<file path="config.mk">
export PLATFORM = sky130hd
export DESIGN_NAME = gqi_ctrl
export DESIGN_NICKNAME = d
export VERILOG_FILES = /design/src/rtl/gqi_pkg.sv /design/src/rtl/gqi_ctrl.sv
export SDC_FILE = /design/constraint.sdc
export NUM_CORES = 1
export LEC_CHECK = 0
export BUFFER_PORTS_ARGS = -buffer_cell sky130_fd_sc_hd__buf_4
export CAP_MARGIN = 25
export CORE_AREA = 3 3 73 75
export CTS_CLUSTER_SIZE = 14
export DETAILED_ROUTE_END_ITERATION = 12
export DIE_AREA = 0 0 76 78
export PLACE_DENSITY = 0.52
export SYNTH_ARGS = -nofsm -noshare
export SYNTH_HDL_FRONTEND = slang
export SYNTH_SLANG_ARGS = --single-unit
</file>
<file path="constraint.sdc">
create_clock -name i_clk -period 3.2 [get_ports i_clk]
set_input_delay 0.32 -clock i_clk [delete_from_list [all_inputs] [get_ports i_clk]]
set_output_delay 0.32 -clock i_clk [all_outputs]
set_load 0.02 [all_outputs]
</file>
<file path="src/rtl/gqi_pkg.sv">
// Package for the gyro quaternion integrator: widths, fixed-point constants,
// controller states, datapath commands and the table of derivative terms.
// No dependencies; every other file of the block imports it.
`default_nettype none

package gqi_pkg;

    localparam int RATE_W = 20;
    localparam int TIME_W = 32;
    localparam int QUAT_W = 32;
    localparam int MUL_W  = 33;
    localparam int PROD_W = 2 * MUL_W;

    localparam logic [31:0] PI_Q30        = 32'hC90F_DAA2;
    localparam logic [31:0] TIME_RATE_DIV = 32'd5_760_000;
    localparam logic [21:0] M_LIMIT       = 22'h20_0000;
    localparam logic [29:0] THETA_LIMIT   = 30'h2000_0000;
    localparam logic [30:0] ONE_Q30       = 31'h4000_0000;

    // floor(2^53 / TIME_RATE_DIV): quotient estimate is ((N >> 21) * REC_DIV) >> 32,
    // at most two below the true quotient
    localparam logic [31:0] REC_DIV = 32'((64'd1 << 53) / 64'(TIME_RATE_DIV));

    localparam logic [6:0] DIV_LAST  = 7'd63;
    localparam logic [6:0] SQRT_LAST = 7'd31;
    localparam logic [6:0] FIX_LAST  = 7'd1;
    localparam logic [3:0] AXIS_LAST = 4'd2;
    localparam logic [3:0] TERM_LAST = 4'd11;
    localparam logic [3:0] COMP_LAST = 4'd3;

    typedef enum logic [4:0] {
        S_IDLE, S_MUL_M, S_SAT_M, S_MUL_T, S_REC_MUL, S_BACK_MUL, S_REM, S_FIX,
        S_TH_STORE, S_MAC_MUL, S_MAC_ADD, S_SUM_C, S_CHECK, S_SQ_MUL, S_SQ_ADD,
        S_SQRT_INIT, S_SQRT, S_SC_INIT, S_DIV_S, S_Q_STORE, S_DONE
    } t_state;

    typedef enum logic [4:0] {
        OP_NONE, OP_FIRST, OP_LOAD, OP_MUL_M, OP_SAT_M, OP_MUL_T, OP_REC_MUL,
        OP_BACK_MUL, OP_REM, OP_FIX, OP_DIV_STEP, OP_TH_STORE, OP_MAC_MUL,
        OP_MAC_ADD, OP_SUM_C, OP_SQ_MUL, OP_SQ_ADD, OP_SQRT_INIT, OP_SQRT_STEP,
        OP_SC_INIT, OP_Q_STORE, OP_OUT_LOAD
    } t_op;

    typedef struct packed {
        t_op        op;
        logic [3:0] idx;
    } t_cmd;

    typedef struct packed {
        logic c_zero;
    } t_sts;

    // one product of the quaternion derivative: q[qi] * theta[ti] into acc[acc]
    typedef struct packed {
        logic [1:0] qi;
        logic [1:0] ti;
        logic [1:0] acc;
        logic       neg;
    } t_term;

    function automatic t_term term_of(input logic [3:0] k);
        t_term t;
        case (k)
            4'd0:    t = '{qi: 2'd1, ti: 2'd0, acc: 2'd0, neg: 1'b0};
            4'd1:    t = '{qi: 2'd2, ti: 2'd1, acc: 2'd0, neg: 1'b0};
            4'd2:    t = '{qi: 2'd3, ti: 2'd2, acc: 2'd0, neg: 1'b0};
            4'd3:    t = '{qi: 2'd0, ti: 2'd0, acc: 2'd1, neg: 1'b0};
            4'd4:    t = '{qi: 2'd2, ti: 2'd2, acc: 2'd1, neg: 1'b0};
            4'd5:    t = '{qi: 2'd3, ti: 2'd1, acc: 2'd1, neg: 1'b1};
            4'd6:    t = '{qi: 2'd0, ti: 2'd1, acc: 2'd2, neg: 1'b0};
            4'd7:    t = '{qi: 2'd1, ti: 2'd2, acc: 2'd2, neg: 1'b1};
            4'd8:    t = '{qi: 2'd3, ti: 2'd0, acc: 2'd2, neg: 1'b0};
            4'd9:    t = '{qi: 2'd0, ti: 2'd2, acc: 2'd3, neg: 1'b0};
            4'd10:   t = '{qi: 2'd1, ti: 2'd1, acc: 2'd3, neg: 1'b0};
            4'd11:   t = '{qi: 2'd2, ti: 2'd0, acc: 2'd3, neg: 1'b1};
            default: t = '{qi: 2'd0, ti: 2'd0, acc: 2'd0, neg: 1'b0};
        endcase
        return t;
    endfunction

endpackage

`default_nettype wire

</file>
<file path="src/rtl/gqi_ctrl.sv">
// Controller: sequences the datapath through angle, derivative, norm and
// scaling steps and runs both handshakes. Uses gqi_pkg.
`default_nettype none

module gqi_ctrl (
    input  logic          i_clk,
    input  logic          i_rst_n,
    input  logic          i_in_valid,
    output logic          o_in_ready,
    output logic          o_out_valid,
    input  logic          i_out_ready,
    input  gqi_pkg::t_sts i_sts,
    output gqi_pkg::t_cmd o_cmd
);
    import gqi_pkg::*;

    t_state     r_state, n_state;
    logic [3:0] r_idx, n_idx;
    logic [6:0] r_cnt, n_cnt;
    logic       r_time_valid, n_time_valid;
    logic       r_out_valid, n_out_valid;
    logic       can_load;

    assign can_load = !r_out_valid || i_out_ready;

    always_comb begin
        n_state = r_state;
        case (r_state)
            S_IDLE:      if (i_in_valid && r_time_valid) n_state = S_MUL_M;
            S_MUL_M:     n_state = S_SAT_M;
            S_SAT_M:     n_state = S_MUL_T;
            S_MUL_T:     n_state = S_REC_MUL;
            S_REC_MUL:   n_state = S_BACK_MUL;
            S_BACK_MUL:  n_state = S_REM;
            S_REM:       n_state = S_FIX;
            S_FIX:       if (r_cnt == FIX_LAST) n_state = S_TH_STORE;
            S_TH_STORE:  n_state = (r_idx == AXIS_LAST) ? S_MAC_MUL : S_MUL_M;
            S_MAC_MUL:   n_state = S_MAC_ADD;
            S_MAC_ADD:   n_state = (r_idx == TERM_LAST) ? S_SUM_C : S_MAC_MUL;
            S_SUM_C:     n_state = S_CHECK;
            S_CHECK:     n_state = i_sts.c_zero ? S_DONE : S_SQ_MUL;
            S_SQ_MUL:    n_state = S_SQ_ADD;
            S_SQ_ADD:    n_state = (r_idx == COMP_LAST) ? S_SQRT_INIT : S_SQ_MUL;
            S_SQRT_INIT: n_state = S_SQRT;
            S_SQRT:      if (r_cnt == SQRT_LAST) n_state = S_SC_INIT;
            S_SC_INIT:   n_state = S_DIV_S;
            S_DIV_S:     if (r_cnt == DIV_LAST) n_state = S_Q_STORE;
            S_Q_STORE:   n_state = (r_idx == COMP_LAST) ? S_DONE : S_SC_INIT;
            S_DONE:      if (can_load) n_state = S_IDLE;
            default:     n_state = S_IDLE;
        endcase
    end

    always_comb begin
        o_cmd.op     = OP_NONE;
        o_cmd.idx    = r_idx;
        o_in_ready   = 1'b0;
        n_idx        = r_idx;
        n_cnt        = 7'd0;
        n_time_valid = r_time_valid;
        n_out_valid  = r_out_valid && !i_out_ready;
        case (r_state)
            S_IDLE: begin
                o_in_ready = 1'b1;
                n_idx      = 4'd0;
                if (i_in_valid) begin
                    o_cmd.op     = r_time_valid ? OP_LOAD : OP_FIRST;
                    n_time_valid = 1'b1;
                end
            end
            S_MUL_M:     o_cmd.op = OP_MUL_M;
            S_SAT_M:     o_cmd.op = OP_SAT_M;
            S_MUL_T:     o_cmd.op = OP_MUL_T;
            S_REC_MUL:   o_cmd.op = OP_REC_MUL;
            S_BACK_MUL:  o_cmd.op = OP_BACK_MUL;
            S_REM:       o_cmd.op = OP_REM;
            S_FIX: begin
                o_cmd.op = OP_FIX;
                n_cnt    = r_cnt + 7'd1;
            end
            S_DIV_S: begin
                o_cmd.op = OP_DIV_STEP;
                n_cnt    = r_cnt + 7'd1;
            end
            S_TH_STORE: begin
                o_cmd.op = OP_TH_STORE;
                n_idx    = (r_idx == AXIS_LAST) ? 4'd0 : r_idx + 4'd1;
            end
            S_MAC_MUL:   o_cmd.op = OP_MAC_MUL;
            S_MAC_ADD: begin
                o_cmd.op = OP_MAC_ADD;
                n_idx    = (r_idx == TERM_LAST) ? 4'd0 : r_idx + 4'd1;
            end
            S_SUM_C:     o_cmd.op = OP_SUM_C;
            S_CHECK:     o_cmd.op = OP_NONE;
            S_SQ_MUL:    o_cmd.op = OP_SQ_MUL;
            S_SQ_ADD: begin
                o_cmd.op = OP_SQ_ADD;
                n_idx    = (r_idx == COMP_LAST) ? 4'd0 : r_idx + 4'd1;
            end
            S_SQRT_INIT: o_cmd.op = OP_SQRT_INIT;
            S_SQRT: begin
                o_cmd.op = OP_SQRT_STEP;
                n_cnt    = r_cnt + 7'd1;
            end
            S_SC_INIT:   o_cmd.op = OP_SC_INIT;
            S_Q_STORE: begin
                o_cmd.op = OP_Q_STORE;
                n_idx    = (r_idx == COMP_LAST) ? 4'd0 : r_idx + 4'd1;
            end
            S_DONE: begin
                if (can_load) begin
                    o_cmd.op    = OP_OUT_LOAD;
                    n_out_valid = 1'b1;
                end
            end
            default: o_cmd.op = OP_NONE;
        endcase
    end

    always_ff @(posedge i_clk) begin
        if (!i_rst_n) begin
            r_state      <= S_IDLE;
            r_idx        <= '0;
            r_cnt        <= '0;
            r_time_valid <= 1'b0;
            r_out_valid  <= 1'b0;
        end else begin
            r_state      <= n_state;
            r_idx        <= n_idx;
            r_cnt        <= n_cnt;
            r_time_valid <= n_time_valid;
            r_out_valid  <= n_out_valid;
        end
    end

    assign o_out_valid = r_out_valid;

endmodule

`default_nettype wire

</file>
# Yosys cells after proc, flatten, opt, wreduce, memory -nomap -nowiden
# Cells that the tools add are included.
# W data, S select, Z words.
# classes
add_sub_neg	2
n_eq_ne	31
mux	22
n_reduce_logical	12
# ops
op	count
$pmux W5 S21	1
$pmux W5 S20	1
$eq A5 B4 Y1 const B	8
$mux W5	7
$eq A5 B5 Y1 const B	5
$eq A5 B3 Y1 const B	4
$mux W4	4
$pmux W4 S4	1
$eq A5 B2 Y1 const B	2
$ne A2 B2 Y1 const B	5
$eq A4 B2 Y1 const B	2
$mux W2	4
$add A7 B1 Y7 const B	1
$eq A7 B1 Y1 const B	1
$eq A7 B5 Y1 const B	1
$eq A7 B6 Y1 const B	1
$eq A5 B1 Y1 const B	1
$logic_not A5 Y1	1
$reduce_and A5 Y1	1
$add A4 B1 Y4 const B	1
$eq A4 B4 Y1 const B	1
$reduce_and A2 Y1	2
$reduce_bool A4 Y1	1
$mux W1	3
other kinds (6)	8
# word_totals
reg_bits	18
input_bits	5
output_inout_bits	11
word_cells	72

# Depth between registers and ports, before layout
# depth
word_depth	4
mapped_depth	7
ltp_nobuf	6

# Worst setup path before layout
# OpenSTA, ideal clock, no wires.
# synth_path
kind	flip-flop to output port
from	register r_state[2]
to	output o_cmd[4] in the netlist's numbering
arrival_time_ps	1655
t_required_ps	2880
path_slack_ps	1225
path_stages_with_launch	6
n_path_buf	1
cell_sequence	dfxtp_1 buf_2 nor3_1 nor2b_1 nand2_1 o221ai_1
# synth_rtl
item	line	rtl
from (decl)	gqi_ctrl.sv:17	t_state r_state, n_state;
from (signal assigned)	gqi_ctrl.sv:129	r_state <= n_state;
to (decl)	gqi_ctrl.sv:13	output gqi_pkg::t_cmd o_cmd

==> impl_metrics.ini <==
[outcome]
outcome = finished, final reports clean

[clocking]
cts_repair_resize_count = 0
cts_sink_cnt = 18
clock_path_buffers = 2
cts_setup_buffers = 0
cts_inserted_buffers = 3
holdBufCountCts = 0
cts_root_buf = clkbuf_8
cts_tree = done
worstSkewPairLatency_ns = 0.24
worst_setup_hold_path_clk_slew_ns = 0.06
cts-htree-levels = 1

[floorplan]
core_area_um2 = 4723
num_rows = 25
die_width_um = 76
starting_density_of_the_core_pct = 29.46
dieArea_um2 = 5928
y_dimension_of_the_die_um = 78
design.portCount = 16

[setup_path]
crit_slowest_cell = dfxtp_1
critical_path_class = reg2out
cp_data_arrival_time_ns = 2.14
cp.buffers_inverters = 1
start_kind = register
cp_cell_sequence = nand2b_1 > o21a_1 > o32ai_1 > buf_4
timing.critical_path.slowest_cell_delay_ns = 0.97
worst_path_dominant_cell_family = flip-flops
cp.required_ns = 2.88
worstPathMaxFanout = 30
setup.worst_path.end_class = primary output

[logic_synthesis]
synthAdderAreaFrac_pct = 3.597
netlist_instances = 183
yosysWarningCount = 0
synthesis.area_per_instance_um2 = 7.603
synth_top_flop_cell = dfxtp_1
synth_top_cell_area_share_pct = 25.90
yosys-mux-area-fraction_pct = 1.529
netlist.top_cell.by_area = dfxtp_1
synth_nets = 192
synth.most_common_cell = nor2_1
ys_top_cells_by_area = dfxtp_1, nor2_1, a21oi_1
synth_edf_count = 0
synth.cell_area_um2 = 1391
synthSimpleGateAreaFrac_pct = 28.33
largest_family_of_logic_cells_by_synthesized_area = simple AND/OR/NAND/NOR gates
ys_top_cells_by_count = nor2_1, dfxtp_1, a21oi_1, inv_1, nand2_1
synth_area_in_xor_xnor_pct = 4.406
number_of_library_cell_types_mapped_by_synthesis = 51
synth-seq-cells = 18
synth_compound_area_share_pct = 28.24
async_reset_ff_share_pct = 0
synth_sequential_area_ratio_pct = 25.90

[detailed_routing]
viasPerCell = 5.016
routedWlPerCell_um = 11.92
wirelength_um = 3027
drt_pre_antenna_iters = 4
drt.antenna.violating_nets = 0
drc = 0
dr_total_vias = 1274
drt_first_iter_violations = 244

[flow_run]
maxCapViolCount = 0

[finish]
antenna_cells = 0
layout-drive-gt1-share_pct = 13.90
layout.nets = 198
num-fill-cells = 518
finalInstanceArea_um2 = 1559
synthToLayoutAreaGrowth_pct = 12.05

[placement]
dp_hpwl_um = 2219
minimum_setup_slack_after_placement_ns = 1.047
buffer_ports.inserted = 15
post_dp_cell_area_um2 = 1518
gpl.final_weighted_congestion = 0.8021

[global_routing]
grt_start_max_net_pins = 31
wire_length_of_the_first_global_routing_pass_um = 5457
grt_overflow = 0
first_global_vias = 1205
global_route_usage_over_all_layers_pct = 10.84
antenna_violations_before_repair = 0

[sta]
layout_min_cycle_time_ns = 2.457
hold_violation_total_from_the_final_report = 0
fmax_mhz = 406.9
worst_slew_margin_rel_pct = 34.46
fin_crit_sh_pct = 76.80
tightestPinTransition_ns = 0.9817
fin_ws_ns = 0.7425
setup_viol_count_final = 0
total_negative_setup_slacks_ns = 0
grt_setup_unrepaired = no
finalMaxSlewViolations = 0
setup_skew_ns = 0.002354

[power_and_ir_drop]
power.total_uw = 845.0
cellPowerDensity_nw_per_um2 = 542.0
total_leakage_power_uw = 0.0005110
worst_ir_drop_vdd_mv = 0.1782

[hold_path]
hold_class = in2reg
[metal layers]
metal | vias to the layer above | GRT usage, % | share of wire [%]
met2 | 13 | 17.46 | 46
met4 | 0 | 4.348 | 1.4
li1 | 660 | - | -
met3 | 4 | 1.276 | 2.3
met1 | 597 | 14.72 | 50
met5 | - | 0 | 0
[placed cells by master, fill, tap and decap left out, types with 2 or more instances in the layout]
master,instances
xor2_1,3
dfxtp_1,18
clkbuf_8,3
ha_1,4
nand4_1,2
o31a_1,3
nor2b_1,5
nand3_1,4
o21ai_0,9
o21a_1,5
o221ai_1,2
nand2b_1,8
nor2_1,24
nor4_1,2
nand2_1,10
nor3b_1,2
inv_1,11
nor3_1,6
xnor2_1,4
a21oi_1,11
o32ai_1,3
a31o_1,2
a31oi_1,3
buf_4,15
o21ai_1,3
o22a_1,2
[cell families (layout without fill, tap and decap cells)]
family	Yosys count	count (layout)
buffers and inverters	25	29
DFF	18	18
and+or+nand+nor	74	74
muxes	2	2
AOI/OAI and AO/OA	53	53
adders and majority gates	4	4
xor gates and xnor gates	7	7
[flip-flops by register name, indices dropped and copies added, names as in the netlist]
name / flops
r_state: 5
o_out_valid: 1
r_idx: 4
r_time_valid: 1
r_cnt: 7
[final cells by class]
cell class / count / area, µm² / share of cell area, %
timing repair buffer: 15 / 112.6 / 7.223
multi-input combinational: 140 / 919.6 / 58.99
tap: 67 / 83.83 / 5.377
inverter: 11 / 41.29 / 2.648
clock buffer: 3 / 41.29 / 2.648
sequential: 18 / 360.3 / 23.11
[worst paths after layout]
check	start	to	slack, ns	depth (start not counted)
min reg2reg	r_cnt[0]$_SDFF_PN0_	r_cnt[0]$_SDFF_PN0_	0.47	1
min	i_rst_n	r_idx[2]$_SDFFE_PN0P_	0.36	2
max	r_state[2]$_SDFFE_PN0P_	o_cmd[7]	0.74	4
max reg2reg	r_state[2]$_SDFFE_PN0P_	r_state[0]$_SDFFE_PN0P_	1.04	5
[through the flow]
| step | std cells | hold WS, ns | utilization, % |
|---|---|---|---|
| after floorplan | 183 | 0.4334 | - |
| after global placement | 251 | 0.4531 | 32.13 |
| after detailed placement | 251 | 0.4641 | 32.13 |
| after CTS | 254 | 0.3577 | 33.01 |
| after global routing | 254 | 0.3714 | 33.01 |
| final | 254 | 0.3593 | 33.01 |
[power by group]
group	internal, µW	switching, µW
combinational	157	218
sequential	242	76.7
clock	83.3	67.7
(Power assumes the default switching activity.)
